===== src/hw/rtl/ksel_ram.sv =====
// ----------------------------------------------------------------------------
// ksel_ram
// Generic simple dual-port RAM, one write port, one registered read port.
// ----------------------------------------------------------------------------
`default_nettype none

module ksel_ram #(
  parameter int WIDTH = 8,
  parameter int DEPTH = 16
) (
  input  wire logic                     clk,
  input  wire logic                     we,
  input  wire logic [$clog2(DEPTH)-1:0] waddr,
  input  wire logic [WIDTH-1:0]         wdata,
  input  wire logic [$clog2(DEPTH)-1:0] raddr,
  output logic      [WIDTH-1:0]         rdata
);

  logic [WIDTH-1:0] mem [DEPTH];

  // write port
  always_ff @(posedge clk) begin
    if (we) begin
      mem[waddr] <= wdata;
    end
  end

  // registered read
  always_ff @(posedge clk) begin
    rdata <= mem[raddr];
  end

endmodule

`default_nettype wire


===== config.mk =====
export PLATFORM = sky130hd
export DESIGN_NAME = ksel_ram
export DESIGN_NICKNAME = d
export VERILOG_FILES = /design/src/hw/rtl/ksel_ram.sv
export SDC_FILE = /design/constraint.sdc
export NUM_CORES = 1
export LEC_CHECK = 0
export ABC_CLOCK_PERIOD_IN_PS = 3600
export CORE_UTILIZATION = 62
export DETAILED_ROUTE_END_ITERATION = 7
export DONT_BUFFER_PORTS = 1
export PLACE_DENSITY_LB_ADDON = 0.15
export SLEW_MARGIN = 40
export SYNTH_ARGS = -nofsm -noshare
export SYNTH_HDL_FRONTEND = slang
export SYNTH_SLANG_ARGS = --single-unit

===== constraint.sdc =====
create_clock -name clk -period 3.6 [get_ports clk]
set_input_delay 0.36 -clock clk [delete_from_list [all_inputs] [get_ports clk]]
set_output_delay 0.36 -clock clk [all_outputs]
set_load 0.01 [all_outputs]

# --- Yosys cells after proc, flatten, opt, wreduce, memory -nomap -nowiden ---
# Memory sizes are Yosys's and may differ from the RTL's. A register that Yosys moved wholly into a read port is not among the register bits.
# Cells that the tools add are included.
totals:
  word_cells: 3
  reg_bits: 0
  romBits: 0
  n_memories: 1
  ram_bits: 128
  latchBits: 0
  inputBits: 18
classes:
  div_mod_pow: 0
  order_cmp: 0
  muxes: 2
  n_mul: 0
  reduce_logical: 0
  shifts: 0
  n_eq_ne: 0
  addsub: 0
  bitwise_logic: 0
mem_list:
  columns: ["memory", "words", "word_bits", "read_ports", "rd_ports_with_merged_regs", "write_ports", "line", "source"]
  rows:
  - ["mem", 16, 8, 1, 1, 1, "19", "logic [WIDTH-1:0] mem [DEPTH];"]
op_table:
  columns: ["operator", "count"]
  rows:
  - ["$mux 1", 2]

# --- Logic depth before layout (Yosys ltp) ---
logic_depth:
  word_depth: 2
  depth_mapped: 5

# --- Least setup slack after synthesis ---
# No wires, ideal clock.
synth_timing:
  kind: "input port to flip-flop"
  from: "input waddr[2]"
  to: "memory mem[0][0] (enable)"
  required_time_ns: 3.217
  path_buffers: 0
  arrival_time_ns: 1.470
  slack_ns: 1.747
  path_stages: 2
  cell_sequence: "or3b_2 > nor3_1"
synth_rtl:
  columns: ["element", "line", "source"]
  rows:
  - ["from (decl)", "13", "input wire logic [$clog2(DEPTH)-1:0] waddr,"]
  - ["to (decl)", "19", null]
# Straight into the memory's write port.

==> results.md <==
* Synth Area in XOR/XNOR at 0
* N_diodes at 0
* Chip height at 93.1 um
* Synthesized Nets at 247
* First-pass GRT wire length at 14.8 mm
* CP peak stage delay at 0.57 ns
* Initial Util at 0.653
* Worst-Skew Late Latency at slightly above 0.5 ns
* Vias/cell at 6.58
* Final Non-Filler Cells at 361
* Combinational Power Share at 0.034
* IO Count at 26
* Share of layout cells above drive strength 1 at 0.216
* Pleak at 1.91 nW
* Count of different cell masters after synthesis at 19
* Crit path max fanout at 1
* Filler cell count at 412
* Final Hold Viols at 0
* # port buffers at 0
* Post-Synth Simple-Gate Area at 0.0318
* Crit path arrival time at 1.91 ns
* Top cells by count, synth: edfxtp_1 (128), mux4_2 (18), a22oi_1 (16)
* Seq/Total Area, Yosys at 0.778
* Most common cell in the synthesized netlist: edfxtp_1
* CTS clk-pin slew, worst paths at 0.06 ns
* Hold/Removal Path Class: input port to register
* Synth Cell Area at 5150 sq um
* Slew margin rel. at 0.474
* NumNets Final at approximately 260
* H-tree depth at 4
* Post-synth top flop: edfxtp_1
* EDFF count, synth at 128
* Main area contributors after synthesis: edfxtp_1 (75%), mux4_2 (7.9%), mux4_1 (7.1%), dfxtp_1 (3.1%), a22oi_1 (2.3%)
* Outcome: completed
* Critical Path End Type: register
* Hpwl dp at approximately 5.7 mm
* Crit path max-delay family: multiplexers
* Mux share of post-synthesis cell area at 0.150
* Final Slew Violations at 0
* Initial antenna violation count at 0
* F_max at 655 MHz
* Area growth syn-to-layout at 14.6%
* Worst path required time at between 3 and 4 ns
* Rows at 32
* Remaining Overflow, GRT at 0
* Critical path class: register to register
* Largest net degree at the start of global routing at 33
* WL/cell at roughly 27 um
* Switch Pwr at 703 uW
* DR vias at 2374
* Worst hold start: waddr[0]
* Setup TNS at 0 ns
* Die area at 8670 sq um
* Clock power share at 0.476
* PwrDens at roughly 620 nW/um^2
* Fin crit share at 0.424
* Cell chain of the critical path: mux4_1, a22oi_1, nand2_1
* Routed wire length at 9.68 mm
* Min cycle time layout at 1.53 ns
* GP Congestion at 0.815
* Slowest cell on the critical path: mux4_1
* Core area at ~7900 sq um
* Setup-failing EPs final at 0
* RSZ-0062 raised after global routing: false
* FF-to-FF path depth at 3
* Syn avg cell area at approximately 22 sq um
* P_int at 2.95 mW
* Die X-Extent at 93.1 um
* Clock Tree Buf Depth at 2
* CTS tree: yes
* Mapped Cells at ~230
* Sequential power share at 0.490
* 1st-pass router iterations at 4
* Post-CTS sizing at 0
* Slew of the pin with the lowest slew margin at 0.786 ns
* Worst Clk Skew at 0.00594 ns
* Crit. Startpoint: mem[1][0]
* Drt initial violations at 267
* Max Cap Violations at 0
* DR DRC count at 0
* Root buffer cell: clkbuf_8
* Dpl cells at 321
* Area share of fa/ha/maj cells after synthesis at 0
* R2r startpoint: mem[1][0]
* Sw frac at 0.193
* VDD IR-drop max at around 0.37 mV
* CTS sink cnt at 136
* Top-area cell type share of the netlist area at 0.747
* Biggest area consumer among synthesized cells: edfxtp_1
* Worst reg2reg path endpoint: rdata[0]
* Async SR Flop Fraction at 0
* Flop2flop setup slack at 2.07 ns
* #FFs+latches synth at 136
* Final ANT Viol Nets at 0
* Total GRT Usage at 0.254
* WHS Path Cells at 1
* Largest family of logic cells by synthesized area: multiplexers
* Vias in the first global route at 2555
* Compound-Gate Fraction of Synth Area at 0.0233
* Ys Warns at 0
* Buf/Inv on CP at 0
* Crit path launch type: register
* WHS Endpoint: mem[0][0]
* Cts bufs inserted at 17
## power groups by stage
stage / combinational, mW / sequential, mW / clock, mW
6_report: 0.125 / 1.79 / 1.74
3_3_place_gp: 0.0899 / 1.82 / 0
3_5_place_dp: 0.0938 / 1.82 / 0
4_1_cts: 0.124 / 1.79 / 1.75
2_1_floorplan: 0.0899 / 1.82 / 0
5_1_grt: 0.133 / 1.79 / 1.82
## worst max-delay path by stage
stage                     cells past startpoint  slack, ns   endpoint
after floorplan                               2       1.75  mem[0][0]
after global placement                        2       1.59  mem[0][4]
after detailed placement                      2       1.69  mem[3][5]
after CTS                                     3       2.07   rdata[0]
after global routing                          3       2.07   rdata[0]
final                                         3       2.07   rdata[0]
## sequential cells by signal, indices dropped and copies added (netlist names)
signal / cells
mem: 128
rdata: 8
## metrics by stage
stage                     hold WS, ns  power [mW]  utilization  worst slack, ns  area [sq um]
final                           0.112        3.65        0.748             2.07          5900
after CTS                      0.0977        3.67        0.747             2.07          5890
after detailed placement        0.459        1.91        0.660             1.69          5210
after floorplan                 0.459        1.91            -             1.75          5150
after global routing            0.107        3.74        0.748             2.07          5900
after global placement          0.460        1.91        0.658             1.59          5190
## cell families after synthesis
logic type / after synthesis
mux: 32
simple gates: 35
buf+inv: 10
compound gates: 16
flops: 136
## worst reg2reg max path: stages (launching register included)
cell and delay (ns):
edfxtp_1 0.37, mux4_1 0.57, a22oi_1 0.34, nand2_1 0.12
## repair_timing
action	CTS	global route
setup buffers	0	0
hold buffers	8	0
endpoints found under the hold margin	128	0
## area by class of cell
cell class | instances | area [sq um] | share of cell area
repair buffers | 8 | 80.1 | 0.0136
well taps | 102 | 128 | 0.0216
multi-input cells | 83 | 1080 | 0.184
clock inverters | 13 | 179 | 0.0303
clock buffers | 19 | 422 | 0.0715
flip-flops and latches | 136 | 4000 | 0.679
## routing by layer
metal  track usage  vias up  wire length, um
met1         0.350     1236             3910
met2         0.393      113             4870
met5             0        -                0
met3        0.0659       19              698
met4         0.104        0              208
li1              -     1006                -
## cell usage in the layout (no fill, tap or decap)
cell,Yosys,layout
edfxtp_1,128,128
mux4_2,18,18
a22oi_1,16,16
clkbuf_16,0,16
mux4_1,14,14
nor2_1,13,10
nand2_1,9,9
dlygate4sd3_1,0,8
dfxtp_1,8,8
nor3_2,0,4
clkinvlp_4,0,4
clkinv_2,0,4
bufinv_16,0,4
nor2_2,0,3
nand3b_1,2,2
nand2b_1,2,2
clkbuf_1,0,2
nor2b_1,1,1
and2_1,1,1
and2b_1,1,1
nand3_1,1,1
or3b_2,1,1
clkbuf_8,0,1
clkinv_4,0,1
No activity file was read; power rests on OpenSTA's default activity.
