## config.mk

```make
export PLATFORM = sky130hd
export DESIGN_NAME = ksel_div
export DESIGN_NICKNAME = d
export VERILOG_FILES = /design/src/hw/rtl/ksel_pkg.sv /design/src/hw/rtl/ksel_div.sv
export SDC_FILE = /design/constraint.sdc
export NUM_CORES = 1
export LEC_CHECK = 0
export BUFFER_PORTS_ARGS = -buffer_cell sky130_fd_sc_hd__buf_4
export CAP_MARGIN = 10
export CORE_MARGIN = 2
export CORE_UTILIZATION = 55
export DETAILED_ROUTE_END_ITERATION = 10
export HOLD_SLACK_MARGIN = 0.12
export PLACE_DENSITY = 0.69
export SYNTH_ARGS = -nofsm -noshare
export SYNTH_HDL_FRONTEND = slang
export SYNTH_SLANG_ARGS = --single-unit
```

## constraint.sdc

```tcl
create_clock -name clk -period 7.9 [get_ports clk]
set_input_delay 1.185 -clock clk [delete_from_list [all_inputs] [get_ports clk]]
set_output_delay 1.185 -clock clk [all_outputs]
set_load 0.01 [all_outputs]
```

## src/hw/rtl/ksel_pkg.sv

```systemverilog
// ----------------------------------------------------------------------------
// ksel_pkg
// Shared types, widths and codes of the k-th smallest select block.
// ----------------------------------------------------------------------------
`default_nettype none

package ksel_pkg;

  localparam int MAX_ELEMENTS = 4096;
  localparam int VALUE_BITS   = 32;
  localparam int TAG_BITS     = 16;
  localparam int ADDR_BITS    = $clog2(MAX_ELEMENTS);
  // signed element index, one bit of headroom on each side
  localparam int IDX_BITS     = ADDR_BITS + 2;
  localparam int WORD_BITS    = VALUE_BITS + TAG_BITS;

  localparam int COUNT_BITS   = 13;
  localparam int FRAC_BITS    = 10;
  localparam int RANK_BITS    = 12;
  localparam int STATUS_BITS  = 3;
  localparam int PROD_BITS    = FRAC_BITS + COUNT_BITS;
  localparam int DIVISOR      = 1000;
  // scaled reciprocal of the divisor, exact for every product below 2**23
  localparam int RECIP_SHIFT  = 33;
  localparam int RECIP_BITS   = 24;
  localparam logic [RECIP_BITS-1:0] DIV_RECIP =
    RECIP_BITS'(((64'd1 << RECIP_SHIFT) + 64'(DIVISOR) - 64'd1) / 64'(DIVISOR));
  localparam int COUNT_RESET  = 4096;

  localparam int PADDR_BITS   = 3;
  localparam int PDATA_BITS   = 32;
  localparam logic REG_ELEMENT_COUNT = 1'b0;

  localparam logic OP_LOAD  = 1'b0;
  localparam logic OP_QUERY = 1'b1;

  localparam logic [STATUS_BITS-1:0] STAT_LOAD_OK    = STATUS_BITS'(0);
  localparam logic [STATUS_BITS-1:0] STAT_QUERY_OK   = STATUS_BITS'(1);
  localparam logic [STATUS_BITS-1:0] STAT_INCOMPLETE = STATUS_BITS'(2);
  localparam logic [STATUS_BITS-1:0] STAT_ZERO_RANK  = STATUS_BITS'(3);
  localparam logic [STATUS_BITS-1:0] STAT_OVERFLOW   = STATUS_BITS'(4);

  typedef struct packed {
    logic                  operation;
    logic                  first;
    logic [VALUE_BITS-1:0] distance;
    logic [TAG_BITS-1:0]   tag;
    logic [FRAC_BITS-1:0]  fraction_permille;
  } ksel_req_t;

  typedef struct packed {
    logic [VALUE_BITS-1:0]  selected_value;
    logic [TAG_BITS-1:0]    selected_tag;
    logic [RANK_BITS-1:0]   rank_used;
    logic [STATUS_BITS-1:0] status;
  } ksel_res_t;

  // one store entry: tag and value move together
  typedef struct packed {
    logic [TAG_BITS-1:0]   tag;
    logic [VALUE_BITS-1:0] value;
  } ksel_word_t;

  typedef struct packed {
    logic                 done;
    logic [PROD_BITS-1:0] quot;
  } ksel_div_t;

  typedef enum logic [4:0] {
    S_IDLE, S_DIV, S_TOP, S_SW_RA, S_SW_RB, S_SW_WA, S_SW_WB, S_STEP,
    S_PIV_RD, S_PIV_CAP, S_SCAN_I, S_SCAN_I_CHK, S_SCAN_J, S_SCAN_J_CHK,
    S_TEST, S_FIN_RD, S_FIN_WLO, S_FIN_WJ, S_OUT_RD, S_OUT
  } ksel_state_t;

  typedef enum logic [2:0] {
    PH_PAIR, PH_MID, PH_C1, PH_C2, PH_C3, PH_SCAN
  } ksel_phase_t;

endpackage

`default_nettype wire

```

## src/hw/rtl/ksel_div.sv

```systemverilog
// ----------------------------------------------------------------------------
// ksel_div
// Division by the fixed permille divisor through a scaled reciprocal.
// ----------------------------------------------------------------------------
`default_nettype none

module ksel_div (
  input  wire logic                           clk,
  input  wire logic                           rst,
  input  wire logic                           start,
  input  wire logic [ksel_pkg::PROD_BITS-1:0] product,
  output ksel_pkg::ksel_div_t                 stat
);

  localparam int SB = ksel_pkg::PROD_BITS + ksel_pkg::RECIP_BITS;

  logic [1:0]                     stage;
  logic [ksel_pkg::PROD_BITS-1:0] prod;
  logic [ksel_pkg::PROD_BITS-1:0] quot;
  logic [SB-1:0]                  scaled;

  // product times the scaled reciprocal
  always_comb begin
    scaled = SB'(prod) * SB'(ksel_pkg::DIV_RECIP);
  end

  // control
  always_ff @(posedge clk) begin
    if (rst) begin
      stage <= '0;
    end else begin
      stage <= {stage[0], start};
    end
  end

  // datapath
  always_ff @(posedge clk) begin
    if (start) begin
      prod <= product;
    end
    if (stage[0]) begin
      quot <= ksel_pkg::PROD_BITS'(scaled >> ksel_pkg::RECIP_SHIFT);
    end
  end

  assign stat.done = stage[1];
  assign stat.quot = quot;

endmodule

`default_nettype wire

```

* After elaboration in Yosys (flattened, before gate mapping)
Index checks and enable logic that the tools add are counted.
** Word-level totals
- Word-level logic and storage cells :: 4
- Register bits after elaboration :: 39
- Output and inout bits :: 24
- Input bits :: 26
** Cells by class
- $mul :: 1
** Operators with widths (count)
- $mul A23 B24 Y47 const B :: 1

* Longest topological paths before layout
- Depth after elaboration :: 1
- Gate-level depth with buffers :: 24
- Depth with buffers taken out :: 24

* Worst setup path before layout
Ideal clock, no wire load.
- Kind :: reg2reg
- Start point :: register prod[20] in the netlist's numbering
- End point :: register quot[13] in the netlist's numbering, data pin
- Arrival time :: 5.945 ns
- Cell stages (with the launch flop) :: 21
- Setup slack :: 1.696 ns
- Setup time :: 0.259 ns
- Data required time :: 7.641 ns
- Cell sequence :: edfxtp_1 fa_1 fa_1 inv_1 fa_1 inv_1 fa_1 fa_1 fa_1 inv_1 fa_1 inv_1 ha_1 a21oi_2 nor2_1 a2111o_1 a21oi_2 a31oi_1 o211a_1 o31a_1 or2_1
** Between the ends
- Word-level cells in the longest chain between the ends :: 1
** Ends and longest elaborated chain
- start, declared :: RTL line ksel_div.sv:18 : logic [ksel_pkg::PROD_BITS-1:0] prod;
- start signal, assigned :: RTL line ksel_div.sv:39 : prod <= product;
- $mul A23 B24 Y47 :: RTL line ksel_div.sv:24 : scaled = SB'(prod) * SB'(ksel_pkg::DIV_RECIP);
- net scaled[46] :: RTL line ksel_div.sv:20 : logic [SB-1:0] scaled;
- end signal, assigned :: RTL line ksel_div.sv:42 : quot <= ksel_pkg::PROD_BITS'(scaled >> ksel_pkg::RECIP_SHIFT);
- end, declared :: RTL line ksel_div.sv:19 : logic [ksel_pkg::PROD_BITS-1:0] quot;
The timed path passes the listed nets, and every way through them passes these cells.
A chain may end at the register's enable or synchronous reset.

* Final worst setup path
Same ends and word-level chain as after synthesis.

==> reports/results.md <==
| Quantity | Value |
| --- | --- |
| Synthesized instance count | 859 |
| Maximum level of the CTS H-tree | 2 |
| Achievable clock frequency | 150 MHz |
| Avg Synthesized Cell Area | 10.7 um^2 |
| Actual slew at the worst max-slew pin | 0.699 ns |
| Post-CTS Hold Fix Bufs | 0 |
| Kind of critical path | register to register |
| Number of maximum-capacitance constraint violations | 0 |
| Number of CTS-inserted buffers | 5 |
| Maximum fanout along the worst path | 8 |
| Wire length of the first global-routing pass | 31300 um |
| Count of buffers from port buffering | 40 |
| Combined global-route utilization of all metal layers | 23.3% |
| Clock input transition at the sequential cells of the worst setup and hold paths | 0.06 ns |
| Endpoint class of the critical path | register |
| Number of antenna violations at the first check in global routing | 0 |
| Type of element launching the critical path | register |
| Final clock skew | 0.00602 ns |
| Clock Tree Root | sky130_fd_sc_hd__clkbuf_16 |
| Setup repair after global routing missed its margin | no |
| Most common cell after layout, fill and taps aside | sky130_fd_sc_hd__inv_1 |
| Aggregate routed wire length | 18900 um |
| Final estimated routing congestion in global placement | 0.929 |
| Average detailed-routed wire length per instance | 16.7 um |
| Count of flip-flops with a built-in enable after synthesis | 37 |
| Final Max Tran Viols | 0 |
| Combined area of all synthesized cells | 9220 um^2 |
| Cell Rows | 47 |
| Share of synthesized flip-flops with an asynchronous set or reset | 0% |
| Floorplan die height | 133 um |
| Shortest clock period the worst path allows after layout | 6.67 ns |
| Portion of synthesized cell area occupied by the leading cell type | 33.7% |
| Clock tree from TritonCTS | built |
| Number of endpoints failing setup at the final stage | 0 |
| Remaining number of nets flagged by the antenna check after routing | 0 |
| Remaining routing DRC violations | 0 |
| Grt total ovfl | 0 |
| Core footprint | 16500 um^2 |
| Number of setup buffers added after CTS | 0 |
| Share of final-layout standard cells stronger than drive strength 1 | 6.40% |
| CP Data Required Time | 7.94 ns |
| Most used flip-flop cell after synthesis | sky130_fd_sc_hd__edfxtp_1 |
| DR vias/cell | 5.06 |
| Worst slew slack as a fraction of its limit | 53.4% |
| Largest net degree at the start of global routing | 25 |
| Synth-to-layout area growth | 7.89% |
| Final critical-path share of the clock period | 84.4% |
| Diode insertion count for antenna repair | 0 |
| Num Clock Sinks | 39 |
| Final number of hold-violating endpoints | 0 |
| Worst Path Arrival | 6.71 ns |
| Share of synthesized area occupied by flip-flops and latches | 12.5% |
| Die footprint | 17800 um^2 |
| Number of synthesized register bits | 39 |
| Clock latency of the later-clocked register in the worst-skew pair | 0.29 ns |
| Maximum buffer depth of the clock tree | 2 |
| Starting DRT DRC Count | 255 |
| # resized after CTS | 0 |
| Library cells used by synthesis | 42 |
| DP HPWL | 16900 um |
| Highest-count cells in the layout ignoring fill and taps | sky130_fd_sc_hd__inv_1, sky130_fd_sc_hd__ha_1, sky130_fd_sc_hd__fa_1 |
| Class of the most critical hold timing path | register to register |
| Number of global-route vias before repair | 6106 |
| Initial Utilization | 56.0% |
| Biggest area consumer among synthesized cells | sky130_fd_sc_hd__fa_1 |
| Status | finished, final reports clean |
| Detailed-route via count | 5703 |
| Number of placed I/O pins | 50 |
| Sum of negative setup slack | 0 ns |
| Width of the die | 133 um |
| Warnings, synthesis | 0 |
| Post-layout net count | 1324 |
| Number of iterations in the first detailed-routing pass | 5 |
| Top post-synthesis cells by area | sky130_fd_sc_hd__fa_1, sky130_fd_sc_hd__ha_1, sky130_fd_sc_hd__edfxtp_1 |
## stage by stage
| step | utilization, % | instances | setup slack, ns | area (um^2) | hold slack (ns) |
|---|---|---|---|---|---|
| global placement | 59.2 | 1118 | 1.37 | 9750 | 0.801 |
| floorplan | - | 867 | 1.70 | 9250 | 0.659 |
| finish | 60.4 | 1126 | 1.23 | 9940 | 0.795 |
| detailed placement | 59.2 | 1118 | 1.26 | 9750 | 0.824 |
| global route | 60.4 | 1126 | 0.940 | 9940 | 0.866 |
| CTS | 60.4 | 1126 | 1.23 | 9940 | 0.827 |
## per-layer routing
metal  GRT usage, %  share of wire (%)  vias to the layer above
met4           5.08                1.5                        0
met5              0                  0                        -
li1               -                  -                     2754
met1           33.7                 47                     2805
met2           37.3                 46                      122
met3           4.03                5.1                       22
## cell families after synthesis
logic type	share of synthesized area [%]
multiplexers	0.109
other	0.0407
buffers and inverters	12.7
XOR/XNOR	1.05
AO/OA/AOI/OAI	4.43
flip-flops	12.5
AND/OR/NAND/NOR	3.24
adder cells (fa/ha/maj)	66.0
## worst max-delay path, stage by stage (launching register included)
cell	delay, ns
sky130_fd_sc_hd__edfxtp_1	0.55
sky130_fd_sc_hd__fa_1	0.65
sky130_fd_sc_hd__inv_1	0.07
sky130_fd_sc_hd__fa_1	0.51
sky130_fd_sc_hd__inv_1	0.06
sky130_fd_sc_hd__fa_1	0.49
sky130_fd_sc_hd__fa_1	0.45
sky130_fd_sc_hd__fa_1	0.51
sky130_fd_sc_hd__inv_1	0.05
sky130_fd_sc_hd__fa_1	0.38
sky130_fd_sc_hd__fa_1	0.51
sky130_fd_sc_hd__inv_1	0.05
sky130_fd_sc_hd__ha_1	0.31
sky130_fd_sc_hd__a21oi_2	0.17
sky130_fd_sc_hd__nor2_1	0.06
sky130_fd_sc_hd__a2111o_1	0.40
sky130_fd_sc_hd__a21oi_2	0.18
sky130_fd_sc_hd__a31oi_1	0.21
sky130_fd_sc_hd__o211a_1	0.31
sky130_fd_sc_hd__o31a_1	0.30
sky130_fd_sc_hd__or2_1	0.20
## cells in the mapped netlist (2+ instances only)
master                      count
sky130_fd_sc_hd__a211oi_1       2
sky130_fd_sc_hd__a21o_1         8
sky130_fd_sc_hd__a21oi_1       14
sky130_fd_sc_hd__a21oi_2        2
sky130_fd_sc_hd__a31oi_1        4
sky130_fd_sc_hd__and3_1         3
sky130_fd_sc_hd__and4_1         3
sky130_fd_sc_hd__buf_4         10
sky130_fd_sc_hd__dfxtp_1        2
sky130_fd_sc_hd__edfxtp_1      37
sky130_fd_sc_hd__fa_1         155
sky130_fd_sc_hd__ha_1         238
sky130_fd_sc_hd__inv_1        291
sky130_fd_sc_hd__nand2_1       13
sky130_fd_sc_hd__nand2b_1       3
sky130_fd_sc_hd__nand3_1       10
sky130_fd_sc_hd__nand4_1        3
sky130_fd_sc_hd__nor2_1         8
sky130_fd_sc_hd__nor2b_1        6
sky130_fd_sc_hd__nor3_1         2
sky130_fd_sc_hd__o2111ai_2      2
sky130_fd_sc_hd__o21ai_0       10
sky130_fd_sc_hd__o41ai_1        3
sky130_fd_sc_hd__or2_2          3
sky130_fd_sc_hd__xnor2_1        7
sky130_fd_sc_hd__xor2_1         4
## worst paths after layout
check        cells past startpoint  startpoint        to  slack [ns]
max                             20    prod[20]  quot[13]        1.23
min reg2reg                      0    stage[0]   quot[5]        0.80
max reg2reg                     20    prod[20]  quot[13]        1.23
min                              0    stage[0]   quot[5]        0.80
## registers in the layout, indices dropped and copies added (netlist names)
| register | count |
|---|---|
| quot | 14 |
| prod | 23 |
| stage | 2 |
## area by class of cell
cell class | instances | area (um^2)
multi-input cells | 527 | 6930
fillers | 1430 | 6520
flip-flops and latches | 39 | 1150
inverters | 291 | 1090
repair buffers | 41 | 308
well taps | 220 | 275
clock buffers | 6 | 129
clock inverters | 2 | 60.1
Power is left out: the tool's default activity adds up to more than one toggle a clock period on the data nets, which glitch-free logic cannot reach.
